[src/hdl/farey_rational_approximation_top_assert.svh]
// assertion macros for the rational approximation block
// expects clk and rst in the scope where the macros are used
`ifndef FAREY_RATIONAL_APPROXIMATION_TOP_ASSERT_SVH
`define FAREY_RATIONAL_APPROXIMATION_TOP_ASSERT_SVH

// same-cycle implication
`define FRA_ASSERT_NOW(label, ante, cons, msg) \
  label: assert property (@(posedge clk) disable iff (rst) (ante) |-> (cons)) \
    else $error(msg);

// next-cycle implication
`define FRA_ASSERT_NEXT(label, ante, cons, msg) \
  label: assert property (@(posedge clk) disable iff (rst) (ante) |=> (cons)) \
    else $error(msg);

`endif

[src/hdl/fra_pkg.sv]
// shared constants and types for the rational approximation block
// no dependencies
`default_nettype none

package fra_pkg;

  // default widths
  localparam int FRACTION_BITS = 32;
  localparam int DENOM_BITS    = 20;
  localparam int WHOLE_BITS    = 31;
  localparam int TOL_BITS      = 8;

  // register reset values
  localparam int MAX_DENOM_RESET = 100000;
  localparam int TOL_RESET       = 2;

  // configuration register indexes
  localparam int CFG_INDEX_BITS = 1;
  localparam logic [CFG_INDEX_BITS-1:0] REG_MAX_DENOM = 1'b0;
  localparam logic [CFG_INDEX_BITS-1:0] REG_TOLERANCE = 1'b1;

  // sequencer status toward the top level
  typedef struct packed {
    logic busy;
    logic result_pending;
  } seq_status_t;

endpackage

`default_nettype wire

[src/hdl/fra_if.sv]
// channel interfaces: input sample, result, configuration write
// depends on fra_pkg
`default_nettype none

interface fra_sample_if #(
  parameter int FRACTION_BITS = fra_pkg::FRACTION_BITS
);
  logic                           valid;
  logic                           ready;
  logic                           negative;
  logic [fra_pkg::WHOLE_BITS-1:0] whole_in;
  logic [FRACTION_BITS-1:0]       fraction_in;

  modport source (output valid, negative, whole_in, fraction_in, input ready);
  modport sink   (input valid, negative, whole_in, fraction_in, output ready);
endinterface

interface fra_result_if #(
  parameter int DENOM_BITS = fra_pkg::DENOM_BITS
);
  logic                           valid;
  logic                           ready;
  logic                           negative_out;
  logic [fra_pkg::WHOLE_BITS-1:0] whole_out;
  logic [DENOM_BITS-1:0]          numerator;
  logic [DENOM_BITS-1:0]          denominator;

  modport source (output valid, negative_out, whole_out, numerator, denominator,
                  input ready);
  modport sink   (input valid, negative_out, whole_out, numerator, denominator,
                  output ready);
endinterface

interface fra_cfg_if #(
  parameter int DENOM_BITS = fra_pkg::DENOM_BITS
);
  logic                               valid;
  logic                               ready;
  logic [fra_pkg::CFG_INDEX_BITS-1:0] index;
  logic [DENOM_BITS-1:0]              data;

  modport source (output valid, index, data, input ready);
  modport sink   (input valid, index, data, output ready);
endinterface

`default_nettype wire

[src/hdl/fra_mul.sv]
// shared multiplier: x * q and tolerance * q, both registered
// depends on fra_pkg
`default_nettype none

module fra_mul #(
  parameter int FRACTION_BITS = fra_pkg::FRACTION_BITS,
  parameter int DENOM_BITS    = fra_pkg::DENOM_BITS
) (
  input  wire logic                                  clk,
  input  wire logic                                  en,
  input  wire logic [FRACTION_BITS-1:0]              x,
  input  wire logic [DENOM_BITS:0]                   q,
  input  wire logic [fra_pkg::TOL_BITS-1:0]          tol,
  output logic      [FRACTION_BITS+DENOM_BITS:0]     xq,
  output logic      [DENOM_BITS+fra_pkg::TOL_BITS:0] tq
);

  localparam int PW = FRACTION_BITS + DENOM_BITS + 1;
  localparam int TW = DENOM_BITS + fra_pkg::TOL_BITS + 1;

  // products captured when the sequencer asks
  always_ff @(posedge clk) begin
    if (en) begin
      xq <= PW'(x) * PW'(q);
      tq <= TW'(tol) * TW'(q);
    end
  end

endmodule

`default_nettype wire

[src/hdl/fra_seq.sv]
// mediant walk sequencer: bounds, compare, result register
// depends on fra_pkg and fra_mul
`default_nettype none

module fra_seq #(
  parameter int FRACTION_BITS = fra_pkg::FRACTION_BITS,
  parameter int DENOM_BITS    = fra_pkg::DENOM_BITS
) (
  input  wire logic                           clk,
  input  wire logic                           rst,
  input  wire logic [DENOM_BITS-1:0]          max_denominator,
  input  wire logic [fra_pkg::TOL_BITS-1:0]   tolerance,
  input  wire logic                           in_valid,
  output logic                                in_ready,
  input  wire logic                           in_negative,
  input  wire logic [fra_pkg::WHOLE_BITS-1:0] in_whole,
  input  wire logic [FRACTION_BITS-1:0]       in_fraction,
  output logic                                out_valid,
  input  wire logic                           out_ready,
  output logic                                out_negative,
  output logic [fra_pkg::WHOLE_BITS-1:0]      out_whole,
  output logic [DENOM_BITS-1:0]               out_num,
  output logic [DENOM_BITS-1:0]               out_den,
  output fra_pkg::seq_status_t                status
);

  localparam int BW = DENOM_BITS + 1;
  localparam int PW = FRACTION_BITS + DENOM_BITS + 1;
  localparam int TW = DENOM_BITS + fra_pkg::TOL_BITS + 1;

  typedef enum logic [1:0] {S_IDLE, S_MUL, S_CMP, S_FIN} state_t;

  state_t                          state;
  logic [BW-1:0]                   low_num, low_den, high_num, high_den;
  logic [BW-1:0]                   med_num, med_den;
  logic                            use_high;
  logic [FRACTION_BITS-1:0]        x;
  logic                            negative;
  logic [fra_pkg::WHOLE_BITS-1:0]  whole;
  logic [PW-1:0]                   xq;
  logic [TW-1:0]                   tq;

  logic [BW-1:0] lim;
  logic [PW-1:0] pq, diff;
  logic          above, close, med_fits;
  logic [BW-1:0] low_num_next, low_den_next, high_num_next, high_den_next;
  logic          more;
  logic          in_take, out_free;

  // shared multiplier
  fra_mul #(
    .FRACTION_BITS(FRACTION_BITS),
    .DENOM_BITS   (DENOM_BITS)
  ) u_mul (
    .clk(clk),
    .en (state == S_MUL),
    .x  (x),
    .q  (med_den),
    .tol(tolerance),
    .xq (xq),
    .tq (tq)
  );

  // distance of the mediant from x and the side x falls on
  always_comb begin
    lim      = BW'(max_denominator);
    pq       = {med_num, {FRACTION_BITS{1'b0}}};
    above    = xq > pq;
    diff     = above ? (xq - pq) : (pq - xq);
    close    = diff <= PW'(tq);
    med_fits = med_den <= lim;
  end

  // bounds after a step that did not match
  always_comb begin
    low_num_next  = above ? med_num : low_num;
    low_den_next  = above ? med_den : low_den;
    high_num_next = above ? high_num : med_num;
    high_den_next = above ? high_den : med_den;
    more          = (low_den_next <= lim) && (high_den_next <= lim);
  end

  assign in_ready = (state == S_IDLE) && !rst;
  assign in_take  = in_valid && in_ready;
  assign out_free = !out_valid || out_ready;

  assign status.busy           = (state != S_IDLE);
  assign status.result_pending = out_valid;

  // sequencer and result register
  always_ff @(posedge clk) begin
    if (rst) begin
      state     <= S_IDLE;
      out_valid <= 1'b0;
    end else begin
      // a taken result frees the register unless a new one loads now
      if (out_valid && out_ready && state != S_FIN) begin
        out_valid <= 1'b0;
      end
      unique case (state)
        S_IDLE: begin
          if (in_take) begin
            x        <= in_fraction;
            negative <= in_negative;
            whole    <= in_whole;
            low_num  <= BW'(0);
            low_den  <= BW'(1);
            high_num <= BW'(1);
            high_den <= BW'(1);
            med_num  <= BW'(1);
            med_den  <= BW'(2);
            use_high <= (max_denominator == '0);
            state    <= (max_denominator == '0) ? S_FIN : S_MUL;
          end
        end
        S_MUL: begin
          state <= S_CMP;
        end
        S_CMP: begin
          if (close) begin
            if (med_fits) begin
              low_num  <= med_num;
              low_den  <= med_den;
              use_high <= 1'b0;
            end else begin
              use_high <= high_den > low_den;
            end
            state <= S_FIN;
          end else begin
            low_num  <= low_num_next;
            low_den  <= low_den_next;
            high_num <= high_num_next;
            high_den <= high_den_next;
            med_num  <= low_num_next + high_num_next;
            med_den  <= low_den_next + high_den_next;
            use_high <= low_den_next > lim;
            state    <= more ? S_MUL : S_FIN;
          end
        end
        S_FIN: begin
          if (out_free) begin
            out_valid    <= 1'b1;
            out_negative <= negative;
            out_whole    <= whole;
            out_num      <= use_high ? high_num[DENOM_BITS-1:0] : low_num[DENOM_BITS-1:0];
            out_den      <= use_high ? high_den[DENOM_BITS-1:0] : low_den[DENOM_BITS-1:0];
            state        <= S_IDLE;
          end
        end
        default: begin
          state <= S_IDLE;
        end
      endcase
    end
  end

endmodule

`default_nettype wire

[src/hdl/farey_rational_approximation_top.sv]
// Best rational approximation p/q of a fixed-point fraction by a Stern-Brocot
// walk from 0/1 and 1/1. One sample is worked on at a time: each mediant step
// passes through the shared multiplier and then the compare and bound update,
// the result register loads in the finish state that follows the last step once
// it is free, and the input is ready again in the cycle after that load.
// The step count grows toward max_denominator for fractions close to zero or
// one; a zero limit takes no step. The finished result sits in an output
// register, so a new sample is taken while it waits; a second finished result
// waits in the sequencer and holds the input off until the register frees.
// Sign and integer part ride along.
// Depends on fra_pkg, fra_if, fra_mul, fra_seq and the assertion header.
`default_nettype none

`include "farey_rational_approximation_top_assert.svh"

module farey_rational_approximation_top #(
  parameter int FRACTION_BITS = fra_pkg::FRACTION_BITS,
  parameter int DENOM_BITS    = fra_pkg::DENOM_BITS
) (
  input wire logic clk,
  input wire logic rst,
  fra_sample_if.sink   sample,
  fra_result_if.source result,
  fra_cfg_if.sink      cfg
);

  logic [DENOM_BITS-1:0]        max_denominator;
  logic [fra_pkg::TOL_BITS-1:0] tolerance;
  fra_pkg::seq_status_t         status;

  // configuration registers, ready whenever out of reset
  assign cfg.ready = !rst;

  always_ff @(posedge clk) begin
    if (rst) begin
      max_denominator <= DENOM_BITS'(fra_pkg::MAX_DENOM_RESET);
      tolerance       <= fra_pkg::TOL_BITS'(fra_pkg::TOL_RESET);
    end else if (cfg.valid) begin
      unique case (cfg.index)
        fra_pkg::REG_MAX_DENOM: max_denominator <= cfg.data;
        fra_pkg::REG_TOLERANCE: tolerance <= cfg.data[fra_pkg::TOL_BITS-1:0];
        default: ;
      endcase
    end
  end

  // mediant walk
  fra_seq #(
    .FRACTION_BITS(FRACTION_BITS),
    .DENOM_BITS   (DENOM_BITS)
  ) u_seq (
    .clk            (clk),
    .rst            (rst),
    .max_denominator(max_denominator),
    .tolerance      (tolerance),
    .in_valid       (sample.valid),
    .in_ready       (sample.ready),
    .in_negative    (sample.negative),
    .in_whole       (sample.whole_in),
    .in_fraction    (sample.fraction_in),
    .out_valid      (result.valid),
    .out_ready      (result.ready),
    .out_negative   (result.negative_out),
    .out_whole      (result.whole_out),
    .out_num        (result.numerator),
    .out_den        (result.denominator),
    .status         (status)
  );

  // checks on the walk and the result register
  `FRA_ASSERT_NEXT(a_take_busy, sample.valid && sample.ready, status.busy, "no walk after beat")
  `FRA_ASSERT_NOW(a_den_nonzero, status.result_pending, result.denominator != '0, "zero den")
  `FRA_ASSERT_NOW(a_num_le_den, status.result_pending, result.numerator <= result.denominator, "above one")

endmodule

`default_nettype wire
[src/flat_wrapper.sv]
// flat-port wrapper written by rule: the top's interface ports become plain ports
module farey_rational_approximation_top_flat 
#(
  parameter int FRACTION_BITS = fra_pkg::FRACTION_BITS,
  parameter int DENOM_BITS    = fra_pkg::DENOM_BITS
)
  (clk, rst, sample_valid, sample_negative, sample_whole_in, sample_fraction_in, sample_ready, result_valid, result_negative_out, result_whole_out, result_numerator, result_denominator, result_ready, cfg_valid, cfg_index, cfg_data, cfg_ready);
  fra_sample_if #(.FRACTION_BITS(FRACTION_BITS)) sample_i ();
  fra_result_if #(.DENOM_BITS(DENOM_BITS)) result_i ();
  fra_cfg_if #(.DENOM_BITS(DENOM_BITS)) cfg_i ();
  input wire logic clk;
  input wire logic rst;
  input wire logic [$bits(sample_i.valid)-1:0] sample_valid;
  input wire logic [$bits(sample_i.negative)-1:0] sample_negative;
  input wire logic [$bits(sample_i.whole_in)-1:0] sample_whole_in;
  input wire logic [$bits(sample_i.fraction_in)-1:0] sample_fraction_in;
  output wire logic [$bits(sample_i.ready)-1:0] sample_ready;
  output wire logic [$bits(result_i.valid)-1:0] result_valid;
  output wire logic [$bits(result_i.negative_out)-1:0] result_negative_out;
  output wire logic [$bits(result_i.whole_out)-1:0] result_whole_out;
  output wire logic [$bits(result_i.numerator)-1:0] result_numerator;
  output wire logic [$bits(result_i.denominator)-1:0] result_denominator;
  input wire logic [$bits(result_i.ready)-1:0] result_ready;
  input wire logic [$bits(cfg_i.valid)-1:0] cfg_valid;
  input wire logic [$bits(cfg_i.index)-1:0] cfg_index;
  input wire logic [$bits(cfg_i.data)-1:0] cfg_data;
  output wire logic [$bits(cfg_i.ready)-1:0] cfg_ready;
  assign sample_i.valid = sample_valid;
  assign sample_i.negative = sample_negative;
  assign sample_i.whole_in = sample_whole_in;
  assign sample_i.fraction_in = sample_fraction_in;
  assign sample_ready = sample_i.ready;
  assign result_valid = result_i.valid;
  assign result_negative_out = result_i.negative_out;
  assign result_whole_out = result_i.whole_out;
  assign result_numerator = result_i.numerator;
  assign result_denominator = result_i.denominator;
  assign result_i.ready = result_ready;
  assign cfg_i.valid = cfg_valid;
  assign cfg_i.index = cfg_index;
  assign cfg_i.data = cfg_data;
  assign cfg_ready = cfg_i.ready;
  farey_rational_approximation_top #(.FRACTION_BITS(FRACTION_BITS), .DENOM_BITS(DENOM_BITS)) u_core (.clk(clk), .rst(rst), .sample(sample_i), .result(result_i), .cfg(cfg_i));
endmodule
[config.mk]
export PLATFORM = sky130hd
export DESIGN_NAME = farey_rational_approximation_top_flat
export DESIGN_NICKNAME = d
export VERILOG_FILES = /design/src/hdl/fra_pkg.sv /design/src/hdl/fra_if.sv /design/src/hdl/fra_mul.sv /design/src/hdl/fra_seq.sv /design/src/hdl/farey_rational_approximation_top.sv /design/src/flat_wrapper.sv
export VERILOG_INCLUDE_DIRS = /design/src /design/src/hdl
export SDC_FILE = /design/constraint.sdc
export NUM_CORES = 2
export LEC_CHECK = 0
export BUFFER_PORTS_ARGS = -buffer_cell sky130_fd_sc_hd__buf_2
export CAP_MARGIN = 30
export CORE_AREA = 2 2 300 302
export DETAILED_ROUTE_END_ITERATION = 12
export DIE_AREA = 0 0 302 304
export GPL_TIMING_DRIVEN = 1
export PLACE_DENSITY = 0.71
export SLEW_MARGIN = 20
export SYNTH_ARGS = -nofsm -noshare
export SYNTH_HDL_FRONTEND = slang
export SYNTH_SLANG_ARGS = --single-unit
[constraint.sdc]
create_clock -name clk -period 9.9 [get_ports clk]
set_clock_uncertainty 0.15 [all_clocks]
set_input_delay 0.99 -clock clk [delete_from_list [all_inputs] [get_ports clk]]
set_output_delay 0.99 -clock clk [all_outputs]
set_load 0.01 [all_outputs]
==> impl_metrics.toml <==
[cts]
ctsResizeCount = 0
numCtsBuffers = 47
clk_pin_slew_ns = 0.06
cts_root_buffer = "clkbuf_16"
post-cts-setup-buffers = 0
cts.sink_count = 376
max-clock-path-buffers = 3
ctsHoldBuffers = 0
cts_tree = "done"
clock_latency_ns = 0.64
htreeDepth = 2

[synth]
ys_seq_area_share_pct = 22.7
synth_warnings = 0
synthArstFlopShare_pct = 0
synth.avg_cell_area_sq_um = 9.41
syn_nets = 6312
synth_edf_count = 345
ys_types = 84
synth_most_common_cell = "inv_1"
post-synth-top-area-cell = "fa_1"
synthTopCellsByArea = "fa_1 (28%), edfxtp_1 (21%), ha_1 (10%), inv_1 (6.9%), nand2_1 (5.9%)"
synth_top_area_share_pct = 28.3
post_synth_most_frequent_cells = "inv_1 (885), nand2_1 (762), fa_1 (684)"
syn_area_sq_um = 48300
syn_inst = 5135
yosys_most_used_dff = "edfxtp_1"
ys_seq_elements = 376

[floorplanning]
die_w_microns = 302
die_area_sq_um = 91800
core_area_sq_um = 89000
ios = 165
fp-row-count = 110
die_y_microns = 304
start_util_pct = 54.3

[sta]
setup_tns_ns = 0
final_hold_viol_count = 0
finalCritPeriodShare_pct = 86.2
setup_slack_ns = 1.37
setup_viol_count_final = 0
finalCriticalPeriod_ns = 8.53
max_freq_mhz = 117
holdWs_ns = 0.268
grt_setup_unrepaired = "no"
slew_viol_final = 0
slew_headroom_pct = 29.9
worstMarginPinSlew_ns = 1.05

[place]
gp_congestion = 0.966
io_buffer_count = 164
hpwl_microns = 102000
placed_cells = 6297
post-place-ws_ns = 1.43

[grt]
antenna_found_initial = 2
grt_pass1_wl_microns = 210000
first_global_vias = 37300
grt_overflow_total = 0
grt_usage_pct = 29.4
grt_max_degree = 86

[job]
cap_violations = 0

[setup_path]
worstSetupStartpointType = "flip-flop"
cpMaxStageDelayCell = "edfxtp_1"
arrival_ns = 8.76
critPathKind = "flip-flop to flip-flop"
end_kind = "flip-flop"
cp_max_fo = 23
crit_path_max_incr_delay_ns = 0.85
timing.critical_path.mode_cell = "fa_1"
cp.required_ns = 10.13

[final_layout]
fin_cells = 6386
drive_gt1_share_pct = 7.41
area_delta_synth_final_pct = 7.39
diodes = 0
nNetsFinal = 6350

[detailed_routing]
ant_nets = 0
drt-vias-per-instance = 5.69
wl_per_cell_microns = 20.7
vias = 36300
drt_iter0_drc = 2970
drc = 0
wirelength_microns = 132000
dr.pass1.iters = 5

[status]
status = "complete, no violations"

[min_path]
worstHoldPathType = "flip-flop to flip-flop"
## layer usage
layer	track usage [%]	vias to the layer above	wire length, microns
met5	0	-	13
met4	9.97	2	4740
met3	5.61	265	12000
met2	46.3	1587	60500
met1	40.8	18000	55100
li1	-	16400	-
## path summary, 6_finish.rpt
path | startpoint | to | slack (ns) | cells past startpoint
min reg2reg | u_core.u_seq.negative | u_core.u_seq.out_negative | 0.27 | 0
max | u_core.u_seq.med_den[4] | u_core.u_seq.u_mul.xq[52] | 1.37 | 28
max reg2reg | u_core.u_seq.med_den[4] | u_core.u_seq.u_mul.xq[52] | 1.37 | 28
min | u_core.u_seq.negative | u_core.u_seq.out_negative | 0.27 | 0
## worst max-delay path: cells and delay by family (launching register included)
family,cells,cell delay (ns)
adder cells (fa/ha/maj),8,3.54
AO/OA/AOI/OAI,9,2.26
buffers and inverters,8,0.95
flip-flops,1,0.85
AND/OR/NAND/NOR,2,0.43
XOR/XNOR,1,0.08
## state kept, by name, summed over array words and instances, names as in the netlist
register / cells
u_core.u_seq.u_mul.xq: 53
u_core.u_seq.x: 32
u_core.u_seq.out_whole: 31
u_core.u_seq.whole: 31
u_core.u_seq.u_mul.tq: 29
u_core.u_seq.high_den: 21
u_core.u_seq.high_num: 21
u_core.u_seq.low_den: 21
u_core.u_seq.low_num: 21
u_core.u_seq.med_den: 21
u_core.u_seq.med_num: 21
u_core.max_denominator: 20
u_core.u_seq.out_den: 20
u_core.u_seq.out_num: 20
u_core.tolerance: 8
u_core.u_seq.state: 2
u_core.u_seq.negative: 1
u_core.u_seq.out_negative: 1
u_core.u_seq.out_valid: 1
u_core.u_seq.use_high: 1
## cells by family (layout without fill, tap and decap cells)
kind of cell	count (synthesis)	in the layout	synth area share, %
muxes	73	73	1.58
DFF	376	376	22.7
buffers and inverters	1151	1226	9.12
AOI/OAI and AO/OA	672	672	8.78
adders and majority gates	1087	1087	38.8
xor gates and xnor gates	142	142	2.57
and+or+nand+nor	1634	1634	16.4
## metrics by stage
stage / cell area (sq um) / util (%)
finish: 51900 / 58.3
global route: 51900 / 58.3
CTS: 51800 / 58.2
detailed placement: 50300 / 56.5
global placement: 50200 / 56.4
floorplan: 48300 / -
## placed cells by master, fill, tap and decap left out, drive strengths merged, types with 15 or more instances in the layout
master,n
mux2,27
nand2b,22
xor2,41
o21a,19
nor2,141
edfxtp,345
inv,889
fa,684
nor3,45
clkbuf,56
and3,15
o21ai,172
and2,454
clkinv,19
xnor2,101
ha,403
or3,16
a211oi,20
nor4,21
nand2,762
o211ai,19
mux2i,46
dfxtp,31
o21bai,17
nor2b,31
a31oi,19
nand4,38
a21oi,204
nand3,58
buf,254
o31ai,21
a21o,87
## cell type report
| class | count | area [sq um] |
|---|---|---|
| Multi-Input combinational cell | 3608 | 33000 |
| Inverter | 886 | 3330 |
| Timing Repair Buffer | 254 | 1590 |
| Clock buffer | 56 | 1210 |
| Clock inverter | 30 | 332 |
| Sequential cell | 376 | 11000 |
| Tap cell | 1176 | 1470 |
| Fill cell | 7750 | 37200 |
Power is not shown: default switching activity piles up to over one toggle a cycle in this logic, so the estimate is an artifact.
